<file path="src/sv/hpbe_pkg.sv">
// Package for the histogram percent bar engine: widths, sequencer step codes,
// control word layout and the microcode ROM.
// No dependencies.
package hpbe_pkg;

    localparam int BIN_BITS    = 4;
    localparam int COUNT_BITS  = 16;
    localparam int SAMPLE_BITS = 16;
    localparam int PCT_BITS    = 7;
    localparam int LEVEL_BITS  = 4;
    localparam int NUM_BINS    = 1 << BIN_BITS;
    // count * 100 fits in COUNT_BITS + 7 bits
    localparam int PROD_BITS   = COUNT_BITS + PCT_BITS;
    // divisor pre-shifted by the top quotient bit position
    localparam int DSR_BITS    = COUNT_BITS + PCT_BITS - 1;
    localparam int QCNT_BITS   = 3;
    localparam int STEP_BITS   = 3;

    localparam logic [COUNT_BITS-1:0] COUNT_MAX  = '1;
    localparam logic [BIN_BITS-1:0]   LAST_BIN   = '1;
    localparam logic [PCT_BITS-1:0]   PCT_SCALE  = PCT_BITS'(100);
    localparam logic [PCT_BITS-1:0]   PCT_LIMIT  = PCT_BITS'(100);
    localparam logic [LEVEL_BITS-1:0] LEVEL_FULL = LEVEL_BITS'(8);
    localparam logic [QCNT_BITS-1:0]  QBIT_TOP   = QCNT_BITS'(PCT_BITS - 1);

    typedef logic [STEP_BITS-1:0] step_t;

    // Microprogram step addresses
    localparam step_t S_LOAD = 3'd0;  // read bin, form count*100, arm divider
    localparam step_t S_DIV  = 3'd1;  // one quotient bit per pass
    localparam step_t S_OUT  = 3'd2;  // present result, hold until taken
    localparam step_t S_NEXT = 3'd3;  // advance bin, loop or finish
    localparam step_t S_IDLE = 3'd4;  // wait for an input request
    localparam step_t S_UPD  = 3'd5;  // count the event

    // Jump conditions: taken -> target, else step + 1
    typedef enum logic [2:0] {
        C_NEVER   = 3'd0,
        C_ALWAYS  = 3'd1,
        C_NO_IN   = 3'd2,
        C_DIV_RUN = 3'd3,
        C_NO_OUT  = 3'd4,
        C_MORE    = 3'd5
    } jcond_t;

    typedef struct packed {
        logic   in_rdy;     // accept input request this step
        logic   out_vld;    // result is valid this step
        logic   count_upd;  // update bin and total counts
        logic   div_load;   // load dividend and divisor
        logic   div_step;   // one restoring division step
        logic   bin_inc;    // advance bin address
        jcond_t cond;
        step_t  target;
    } uword_t;

    function automatic uword_t ucode_rom(input step_t s);
        uword_t w;
        w = '{in_rdy: 1'b0, out_vld: 1'b0, count_upd: 1'b0, div_load: 1'b0,
              div_step: 1'b0, bin_inc: 1'b0, cond: C_NEVER, target: S_IDLE};
        case (s)
            S_LOAD: begin
                w.div_load = 1'b1;
            end
            S_DIV: begin
                w.div_step = 1'b1;
                w.cond     = C_DIV_RUN;
                w.target   = S_DIV;
            end
            S_OUT: begin
                w.out_vld = 1'b1;
                w.cond    = C_NO_OUT;
                w.target  = S_OUT;
            end
            S_NEXT: begin
                w.bin_inc = 1'b1;
                w.cond    = C_MORE;
                w.target  = S_LOAD;
            end
            S_IDLE: begin
                w.in_rdy = 1'b1;
                w.cond   = C_NO_IN;
                w.target = S_IDLE;
            end
            S_UPD: begin
                w.count_upd = 1'b1;
                w.cond      = C_ALWAYS;
                w.target    = S_LOAD;
            end
            default: begin
                w.cond   = C_ALWAYS;
                w.target = S_IDLE;
            end
        endcase
        return w;
    endfunction

endpackage

</file>
<file path="src/sv/histogram_percent_bar_engine_core.sv">
// Histogram percent bar engine top level: microcode sequencer, bin store
// and iterative percentage divider.
// Depends on hpbe_pkg.
//
// Usage:
//   Input channel (s_valid/s_ready, s_timer_sample): one request per event.
//   The low 4 bits of the timer sample pick the bin; bin and total counts
//   go up by one and saturate. When the total is already saturated the
//   event is not counted and every result of it carries m_dropped = 1.
//   Result channel (m_valid/m_ready): 16 results per event, bin 0 first,
//   m_last_bin marks bin 15. Each carries bin*100/total and two bar levels.
//   Timing: s_ready is high only while the sequencer idles. A taken request
//   goes through a count-update step, then for each bin the steps load,
//   divider passes (one per quotient bit), present and advance; no new
//   request is taken until the sweep of all bins is done.
//   A stalled receiver holds the sequencer on the present step; the result
//   stays on the ports unchanged until taken.
//   Reset (aresetn low, synchronous) clears all bin counts and the total
//   and returns the sequencer to its idle step.
module histogram_percent_bar_engine_core (
    input  logic                                aclk,
    input  logic                                aresetn,
    input  logic                                s_valid,
    output logic                                s_ready,
    input  logic [hpbe_pkg::SAMPLE_BITS-1:0]    s_timer_sample,
    output logic                                m_valid,
    input  logic                                m_ready,
    output logic [hpbe_pkg::BIN_BITS-1:0]       m_bin_index,
    output logic [hpbe_pkg::PCT_BITS-1:0]       m_percent,
    output logic [hpbe_pkg::LEVEL_BITS-1:0]     m_lower_level,
    output logic [hpbe_pkg::LEVEL_BITS-1:0]     m_upper_level,
    output logic [hpbe_pkg::COUNT_BITS-1:0]     m_total_events,
    output logic                                m_dropped,
    output logic                                m_last_bin
);

    hpbe_pkg::step_t  step_reg, step_next;
    hpbe_pkg::uword_t uw;
    logic             jump;

    logic [hpbe_pkg::BIN_BITS-1:0]   addr_reg;
    logic [hpbe_pkg::COUNT_BITS-1:0] bin_mem [hpbe_pkg::NUM_BINS];
    logic [hpbe_pkg::COUNT_BITS-1:0] total_reg;
    logic                            dropped_reg;
    logic [hpbe_pkg::COUNT_BITS-1:0] bin_rd;

    logic [hpbe_pkg::PROD_BITS-1:0]  rem_reg;
    logic [hpbe_pkg::DSR_BITS-1:0]   dsr_reg;
    logic [hpbe_pkg::QCNT_BITS-1:0]  qcnt_reg;
    logic [hpbe_pkg::PCT_BITS-1:0]   quo_reg;
    logic                            fits;
    logic [hpbe_pkg::PCT_BITS-1:0]   pct;
    logic [hpbe_pkg::PCT_BITS-1:0]   pct_hi;

    // Control word for the current step
    assign uw      = hpbe_pkg::ucode_rom(step_reg);
    assign s_ready = uw.in_rdy;
    assign m_valid = uw.out_vld;

    // Jump condition select
    always_comb begin
        case (uw.cond)
            hpbe_pkg::C_NEVER:   jump = 1'b0;
            hpbe_pkg::C_ALWAYS:  jump = 1'b1;
            hpbe_pkg::C_NO_IN:   jump = !s_valid;
            hpbe_pkg::C_DIV_RUN: jump = (qcnt_reg != '0);
            hpbe_pkg::C_NO_OUT:  jump = !m_ready;
            hpbe_pkg::C_MORE:    jump = (addr_reg != hpbe_pkg::LAST_BIN);
            default:             jump = 1'b0;
        endcase
        step_next = jump ? uw.target : hpbe_pkg::step_t'(step_reg + 1'b1);
    end

    // Step counter
    always_ff @(posedge aclk) begin
        if (!aresetn) begin
            step_reg <= hpbe_pkg::S_IDLE;
        end else begin
            step_reg <= step_next;
        end
    end

    assign bin_rd = bin_mem[addr_reg];

    // Bin store and event counters
    always_ff @(posedge aclk) begin
        if (!aresetn) begin
            for (int i = 0; i < hpbe_pkg::NUM_BINS; i++) begin
                bin_mem[i] <= '0;
            end
            total_reg   <= '0;
            dropped_reg <= 1'b0;
        end else if (uw.count_upd) begin
            if (total_reg == hpbe_pkg::COUNT_MAX) begin
                dropped_reg <= 1'b1;
            end else begin
                dropped_reg <= 1'b0;
                total_reg   <= total_reg + 1'b1;
                if (bin_rd != hpbe_pkg::COUNT_MAX) begin
                    bin_mem[addr_reg] <= bin_rd + 1'b1;
                end
            end
        end
    end

    // Bin address: event bin on request, then sweep 0..last
    always_ff @(posedge aclk) begin
        if (uw.in_rdy && s_valid) begin
            addr_reg <= s_timer_sample[hpbe_pkg::BIN_BITS-1:0];
        end else if (uw.count_upd) begin
            addr_reg <= '0;
        end else if (uw.bin_inc) begin
            addr_reg <= addr_reg + 1'b1;
        end
    end

    // Restoring divider, one quotient bit per step, MSB first
    assign fits = (rem_reg >= {1'b0, dsr_reg}) && (total_reg != '0);

    always_ff @(posedge aclk) begin
        if (uw.div_load) begin
            rem_reg  <= hpbe_pkg::PROD_BITS'(bin_rd)
                      * hpbe_pkg::PROD_BITS'(hpbe_pkg::PCT_SCALE);
            dsr_reg  <= {total_reg, {(hpbe_pkg::PCT_BITS-1){1'b0}}};
            qcnt_reg <= hpbe_pkg::QBIT_TOP;
            quo_reg  <= '0;
        end else if (uw.div_step) begin
            if (fits) begin
                rem_reg <= rem_reg - {1'b0, dsr_reg};
            end
            dsr_reg  <= dsr_reg >> 1;
            qcnt_reg <= qcnt_reg - 1'b1;
            quo_reg  <= {quo_reg[hpbe_pkg::PCT_BITS-2:0], fits};
        end
    end

    // Percentage clip and bar levels
    always_comb begin
        pct    = (quo_reg > hpbe_pkg::PCT_LIMIT) ? hpbe_pkg::PCT_LIMIT : quo_reg;
        pct_hi = (pct > hpbe_pkg::PCT_BITS'(hpbe_pkg::LEVEL_FULL))
               ? pct - hpbe_pkg::PCT_BITS'(hpbe_pkg::LEVEL_FULL) : '0;
        m_lower_level = (pct > hpbe_pkg::PCT_BITS'(hpbe_pkg::LEVEL_FULL))
                      ? hpbe_pkg::LEVEL_FULL : pct[hpbe_pkg::LEVEL_BITS-1:0];
        m_upper_level = (pct_hi > hpbe_pkg::PCT_BITS'(hpbe_pkg::LEVEL_FULL))
                      ? hpbe_pkg::LEVEL_FULL : pct_hi[hpbe_pkg::LEVEL_BITS-1:0];
    end

    assign m_percent      = pct;
    assign m_bin_index    = addr_reg;
    assign m_total_events = total_reg;
    assign m_dropped      = dropped_reg;
    assign m_last_bin     = (addr_reg == hpbe_pkg::LAST_BIN);

endmodule
</file>
<file path="config.mk">
export PLATFORM = sky130hd
export DESIGN_NAME = histogram_percent_bar_engine_core
export DESIGN_NICKNAME = d
export VERILOG_FILES = /design/src/sv/hpbe_pkg.sv /design/src/sv/histogram_percent_bar_engine_core.sv
export SDC_FILE = /design/constraint.sdc
export NUM_CORES = 1
export LEC_CHECK = 0
export ABC_CLOCK_PERIOD_IN_PS = 7020
export BUFFER_PORTS_ARGS = -buffer_cell sky130_fd_sc_hd__clkbuf_2
export CAP_MARGIN = 20
export CORE_ASPECT_RATIO = 1.4
export CORE_MARGIN = 8
export CORE_UTILIZATION = 53
export DETAILED_ROUTE_END_ITERATION = 8
export HOLD_SLACK_MARGIN = 0.08
export PLACE_DENSITY = 0.7
export SYNTH_ARGS = -nofsm -noshare
export SYNTH_HDL_FRONTEND = slang
export SYNTH_SLANG_ARGS = --single-unit
</file>
<file path="constraint.sdc">
create_clock -name aclk -period 7.02 [get_ports aclk]
set_clock_uncertainty 0.1 [all_clocks]
set_input_delay 0 -clock aclk [delete_from_list [all_inputs] [get_ports aclk]]
set_output_delay 0 -clock aclk [all_outputs]
set_load 0.1 [all_outputs]
</file>
[Word level (Yosys, flattened, before mapping)]
Memories as Yosys holds them, arrays and structs flattened. A register that Yosys moved wholly into a read port is not among the register bits.
Index checks and enable logic that the tools add are counted.
Cells by class
  add/sub/neg operators: 7
  $mul: 1
  magnitude comparators: 4
  equality and inequality tests: 14
  mux-type cells: 32
  bitwise operators: 1
  reductions and logical operators: 14
Operators with widths (count)
  2-to-1 mux 23 bit: 3
  2-to-1 mux 22 bit: 2
  case mux 6 bit (6 select lines): 1
  adder 16 x 1 -> 16 bit, second input constant: 2
  2-to-1 mux 4 bit: 7
  >= comparator 23 x 22 -> 1 bit: 1
  subtractor 23 x 22 -> 23 bit: 1
  multiplier 16 x 5 -> 21 bit, second input constant: 1
  == test 16 bit, second input constant: 1
  2-to-1 mux 16 bit: 1
  inequality test 16 bit, second input constant: 1
  nonzero test 16 bit: 1
  OR reduction 16 bit: 1
  > comparator 7 x 4 -> 1 bit, second input constant: 2
  2-to-1 mux 1 bit: 14
  2-to-1 mux 7 bit: 2
  == test 3 x 2 -> 1 bit, second input constant: 4
  == test 3 bit, second input constant: 4
  > comparator 7 bit, second input constant: 1
  subtractor 7 x 4 -> 7 bit, second input constant: 1
  == test 3 x 1 -> 1 bit, second input constant: 2
  AND reduction 2 bit: 3
  nonzero test 3 bit: 2
  case mux 1 bit (5 select lines): 1
  11 further kinds: 14
Word-level totals
  flip-flop bits (word level): 79
  bits in writable memories: 256
  input port bits: 20
  output and inout bits: 39
  word-level logic and storage cells: 84
  memories kept: 1
Memories
  bin_mem: words 16, bits a word 16, read ports 1, clocked after memory_dff 1, wr ports 16, RTL line histogram_percent_bar_engine_core.sv:42  | logic [hpbe_pkg::COUNT_BITS-1:0] bin_mem [hpbe_pkg::NUM_BINS];

[Depth between registers and ports, before layout]
Gate-level depths: netlist (run 1).
  word-level depth: 8
  depth in mapped cells: 17
  gate-level depth less buffers: 15

[Least setup slack after synthesis (run 1)]
No wires, ideal clock.
  path kind: register to register
  start: reg (tool-made name)
  end: reg rem_reg[20] in the netlist's numbering (data pin)
  setup time: 271 ps
  arrival time: 4646 ps
  required time: 6649 ps
  path slack: 2003 ps
  stages on the path, launching flop included: 16
  path buffers: 2
  clock period less this slack: 5017 ps
  cells stage by stage: dfxtp_1 -> buf_4 -> buf_2 -> mux4_2 -> mux4_2 -> ha_1 -> ha_1 -> fa_1 -> ha_1 -> a211oi_1 -> o21bai_1 -> a211o_1 -> a31o_2 -> o31ai_1 -> xor2_1 -> o22ai_1
RTL lines
  end signal, assigned: RTL line histogram_percent_bar_engine_core.sv:122  | rem_reg <= hpbe_pkg::PROD_BITS'(bin_rd)
  end signal, assigned: RTL line histogram_percent_bar_engine_core.sv:129  | rem_reg <= rem_reg - {1'b0, dsr_reg};
  end, declared: RTL line histogram_percent_bar_engine_core.sv:47  | logic [hpbe_pkg::PROD_BITS-1:0] rem_reg;

==> flow_metrics.env, run 1 <==
export IMPL_status="complete, no violations"
export IMPL_vias_per_cell=5.90
export IMPL_wl_per_cell_um=22.0
export IMPL_ys_flop_type="edfxtp_1"
export IMPL_drc=0
export IMPL_area_growth_pct=10.8
export IMPL_tightest_slew_ns=1.07
export IMPL_clk_pin_slew_ns=0.06
export IMPL_first_iter_violations=923
export IMPL_yosysMostFrequentCell="edfxtp_1"
export IMPL_synth_mux_area_frac=0.106
export IMPL_grt_antenna_before_repair=0
export IMPL_vias=11800
export IMPL_arrival_ns=5.87
export IMPL_grt_setup_unrepaired="false"
export IMPL_critPathMaxFanout=26
export IMPL_crit_top_cell="ha_1"
export IMPL_tritoncts="built"
export IMPL_grt_usage=0.223
export IMPL_coreArea_um2=33200
export IMPL_antenna_left=0
export IMPL_setup_tns_ns=0
export IMPL_synth_area_leaders="edfxtp_1 (50%), mux4_2 (10%), ha_1 (6.2%), nor2_1 (6.0%), dfxtp_1 (4.7%)"
export IMPL_h_tree_depth=2
export IMPL_cts_setup_buffers=0
export IMPL_synth_cell_types=67
export IMPL_whs_ns=0.186
export IMPL_numCtsBuffers=35
export IMPL_drive_above_1_share=0.159
export IMPL_synth_seq_area_share=0.548
export IMPL_synth_common_cells="edfxtp_1 (297), nor2_1 (287), nand2_1 (123), inv_1 (95), ha_1 (88)"
export IMPL_synth_nets=1601
export IMPL_grt_max_degree=54
export IMPL_max_cap_viol_count=0
export IMPL_row_count=79
export IMPL_synth_top_family_by_area="simple AND/OR/NAND/NOR gates"
export IMPL_cts_buffer_depth=3
export IMPL_path_cells="buf_4, mux4_2, mux4_2, ha_1, ha_1, inv_1, fa_1, inv_1, ha_1, a211oi_1, o21bai_1, a211o_1, a31o_2, o31ai_1, xor2_1, o22ai_1"
export IMPL_synth_warnings=0
export IMPL_crit_required_ns=7.16
export IMPL_largest_reg_flops=256
export IMPL_start_util=0.536
export IMPL_cpPeakStageDelay_ns=0.73
export IMPL_critPathSlowestCell="dfxtp_4"
export IMPL_synth_top_cell_by_area="edfxtp_1"
export IMPL_synth_top_cell_area_share=0.501
export IMPL_drt_pass1_iter_count=5
export IMPL_num_antenna_cells=0
export IMPL_grt_pass1_wl_um=67000
export IMPL_final_hold_viol_count=0
export IMPL_dieArea_um2=39800
export IMPL_path_delay_family="compound AO/OA/AOI/OAI gates"
export IMPL_die_y_um=233
export IMPL_relSlewSlack=0.285
export IMPL_cts_root_buf="clkbuf_16"
export IMPL_syn_cell_area_um2=17800
export IMPL_place_congestion=0.899
export IMPL_fmax_mhz=175
export IMPL_fin_crit_sh=0.816
export IMPL_cp_end_kind="flop"
export IMPL_insertion_delay_ns=0.53
export IMPL_fin_nets=1645
export IMPL_synth_compound_area_frac=0.0674
export IMPL_syn_instance_count=1481
export IMPL_period_needed_ns=5.73
export IMPL_finalSetupViolations=0
export IMPL_synth_simple_area_share=0.131
export IMPL_clock_sinks=339
export IMPL_io_buffers=46
export IMPL_ys_ff_latch=339
export IMPL_critPathKind="reg2reg"
export IMPL_startpoint_type="flop"
export IMPL_synth_adder_area_share=0.0753
export IMPL_async_flop_share=0
export IMPL_syn_avg_cell_area_um2=12.0
export IMPL_synth_edf_count=297
export IMPL_cp_buffers_inverters=3
export IMPL_synth_xor_area_share=0.0323
export IMPL_grt_overflow_total=0
export IMPL_first_global_vias=11900
export IMPL_hp_class="in2reg"
export IMPL_slew_viol_final=0
export IMPL_ios=59
export IMPL_routed_wl_um=43800
export IMPL_chipWidth_um=171
export IMPL_place_hpwl_um=30500
[kinds of logic after synthesis]
group / count (synthesis)
XOR/XNOR: 61
multiplexers: 88
adder cells (fa/ha/maj): 100
AND/OR/NAND/NOR: 535
buffers and inverters: 179
flip-flops: 339
AO/OA/AOI/OAI: 179
[final cells by class]
class,instances,area (µm²)
clock inverter,16,151
multi-input combinational,963,7350
timing repair buffer,91,606
fill,2720,13500
tap,445,557
inverter,95,357
clock buffer,43,947
sequential,339,9760
[layout by cell type (no fill, tap or decap), types with 36 or more instances in the layout]
cell and count:
mux4_2 80, inv_1 95, clkbuf_16 36, xnor2_1 41, nor2_1 287, clkbuf_2 46
a21oi_1 47, dfxtp_1 40, edfxtp_1 297, nand2_1 123, ha_1 88
[routing by layer]
metal | share of wire | GRT usage | wire length, µm | up-vias
met5 | 0 | 0 | 0 | -
met4 | 0.056 | 0.121 | 2450 | 0
met3 | 0.053 | 0.0280 | 2320 | 108
met2 | 0.54 | 0.409 | 23500 | 404
met1 | 0.36 | 0.246 | 15500 | 5840
li1 | - | - | - | 5410
[path summary, 6_finish.rpt]
| check | slack (ns) | start | cells past startpoint | endpoint |
|---|---|---|---|---|
| setup / recovery | 1.29 | flop | 16 | rem_reg[20]$_DFFE_PP_ |
| hold reg to reg | 0.36 | dsr_reg[4]$_SDFFE_PP0P_ | 2 | dsr_reg[3]$_SDFFE_PP0P_ |
| setup reg to reg | 1.29 | flop | 16 | rem_reg[20]$_DFFE_PP_ |
| hold / removal | 0.19 | aresetn | 2 | flop |
[stage by stage]
stage	cell area, µm²	setup WS (ns)	utilization	cells
4_1_cts	19700	1.25	0.594	1992
3_3_place_gp	18500	1.33	0.558	1923
5_1_grt	19700	1.00	0.594	1992
3_5_place_dp	18500	1.27	0.558	1923
6_report	19700	1.29	0.594	1992
2_1_floorplan	17800	2.00	-	1481
[worst reg2reg max path: cells and delay by family (launching register included)]
family                   cells  cell delay (ns)
multiplexers                 2             1.17
AO/OA/AOI/OAI                6             1.44
buffers and inverters        3             0.48
flip-flops                   1             0.73
adder cells (fa/ha/maj)      4             1.34
XOR/XNOR                     1             0.19
[what timing repair did]
item                                   4_1_cts  5_1_grt
gates resized for setup                      0        0
hold buffers                                10        0
endpoints found under the hold margin        9        0
Power of run 1 is left out: the tool's default activity adds up to more than one toggle a clock period on the data nets, which glitch-free logic cannot reach.
==> run 2, diff against run 1 <==
- ABC_CLOCK_PERIOD_IN_PS: 7020 -> 5620
- clock period: 7.02 -> 5.62 ns (I/O delays scaled with it)
==> run 2 against run 1 <==
Final area up 0.96%. Clock-buffer cell count is 1 lower. Maximum frequency increased by 8.4%. Register-to-register slack got worse by 0.95 ns. Non-clock buffer count up 16. Critical path type unchanged. Highest routed layer unchanged.
==> flow_metrics.env, run 2 (same netlist as run 1, synthesis figures left out) <==
export IMPL_num_antenna_cells=0
export IMPL_relSlewSlack=0.340
export IMPL_routed_wl_um=41400
export IMPL_dp_cells=1932
export IMPL_grt_usage=0.210
export IMPL_final_hold_viol_count=0
export IMPL_drt_pass1_iter_count=5
export IMPL_grt_overflow_total=0
export IMPL_wl_met3_um=1930
export IMPL_antenna_left=0
export IMPL_row_count=79
export IMPL_utilization=0.600
export IMPL_route_met2_wl_um=22900
export IMPL_largest_reg_flops=256
export IMPL_first_iter_violations=991
export IMPL_critPathMaxFanout=12
export IMPL_grt_max_degree=57
export IMPL_first_global_vias=11800
export IMPL_numCtsBuffers=35
export IMPL_max_cap_viol_count=0
export IMPL_slew_viol_final=0
export IMPL_final_common_cell="edfxtp_1"
export IMPL_fin_crit_sh=0.939
export IMPL_crit_required_ns=5.80
export IMPL_ios=59
export IMPL_cts_buffer_depth=3
export IMPL_worst_r2r_cell_count=14
export IMPL_vias=11700
export IMPL_routed_top_layer="met4"
export IMPL_fin_nets=1661
export IMPL_period_needed_ns=5.28
export IMPL_layoutNonFillerInstCount=2009
export IMPL_tritoncts="built"
export IMPL_drive_above_1_share=0.166
export IMPL_critPathKind="reg2reg"
export IMPL_insertion_delay_ns=0.54
export IMPL_coreArea_um2=33200
export IMPL_cts_root_buf="clkbuf_16"
export IMPL_start_util=0.536
export IMPL_hp_start="aresetn"
export IMPL_placed_area_um2=18600
export IMPL_fmax_mhz=189
export IMPL_arrival_ns=5.46
export IMPL_grt_antenna_before_repair=0
export IMPL_grt_pass1_wl_um=64300
export IMPL_wl_per_cell_um=20.6
export IMPL_dieArea_um2=39800
export IMPL_area_growth_pct=11.9
export IMPL_clk_pin_slew_ns=0.06
export IMPL_h_tree_depth=2
export IMPL_finalSetupViolations=0
export IMPL_grt_setup_unrepaired="false"
export IMPL_setup_tns_ns=0
export IMPL_hp_class="in2reg"
export IMPL_wl_met1_um=14800
export IMPL_fin_area_um2=19900
export IMPL_io_buffers=46
export IMPL_final_cell_mix="edfxtp_1 (297), nor2_1 (287), nand2_1 (123)"
export IMPL_rrSetupSlack_ns=0.34
export IMPL_status="complete, no violations"
export IMPL_cp_end_kind="flop"
export IMPL_tightest_slew_ns=0.988
export IMPL_place_hpwl_um=29300
export IMPL_die_y_um=233
export IMPL_r2r_end="rem_reg[20]$_DFFE_PP_"
export IMPL_hold_depth=2
export IMPL_chipWidth_um=171
export IMPL_startpoint_type="flop"
export IMPL_vias_per_cell=5.81
export IMPL_drc=0
export IMPL_clock_sinks=339
export IMPL_place_congestion=0.888
export IMPL_cts_repair_resized=0
## run 2: cell type report
| type | count | area (µm²) |
|---|---|---|
| fillers | 2696 | 13300 |
| flip-flops and latches | 339 | 9760 |
| multi-input cells | 963 | 7350 |
| clock buffers | 42 | 933 |
| repair buffers | 107 | 778 |
| well taps | 445 | 557 |
| inverters | 95 | 357 |
| clock inverters | 18 | 190 |
## run 2: worst max path at each step
stage               startpoint                    end  slack [ns]  cells past startpoint
detailed placement        flop  rem_reg[20]$_DFFE_PP_        0.32                     14
CTS                       flop  rem_reg[20]$_DFFE_PP_        0.31                     14
global placement          flop  rem_reg[20]$_DFFE_PP_        0.42                     14
finish                    flop  rem_reg[20]$_DFFE_PP_        0.34                     14
global route              flop  rem_reg[20]$_DFFE_PP_        0.16                     14
floorplan                 flop  rem_reg[20]$_DFFE_PP_        0.60                     15
## run 2: timing repair
| action | 4_1_cts | 5_1_grt |
|---|---|---|
| buffers inserted | 0 | 0 |
| hold endpoints to repair | 11 | 0 |
| hold buffers | 13 | 0 |
| setup endpoints to repair | 0 | 0 |
## run 2: stage by stage
step | setup WS [ns] | hold slack, ns
4_1_cts | 0.311 | 0.0966
2_1_floorplan | 0.603 | 0.103
3_3_place_gp | 0.424 | 0.204
3_5_place_dp | 0.315 | 0.210
6_report | 0.341 | 0.114
5_1_grt | 0.159 | 0.156
## run 2: layer usage
| metal | vias to the layer above | track usage |
|---|---|---|
| li1 | 5431 | - |
| met1 | 5801 | 0.221 |
| met2 | 335 | 0.405 |
| met3 | 104 | 0.0299 |
| met4 | 0 | 0.0934 |
| met5 | - | 0 |
## run 2: worst max-delay path: stages, from the launching register on
cell      delay [ns]
dfxtp_4         0.52
buf_4           0.28
mux4_2          0.53
mux4_2          0.51
ha_1            0.30
ha_1            0.33
ha_1            0.33
fa_1            0.49
a211oi_1        0.32
o21bai_1        0.18
a211o_1         0.35
a31o_2          0.28
o31ai_1         0.24
xor2_1          0.17
o22ai_1         0.09
Power of run 2 is left out for the same reason.
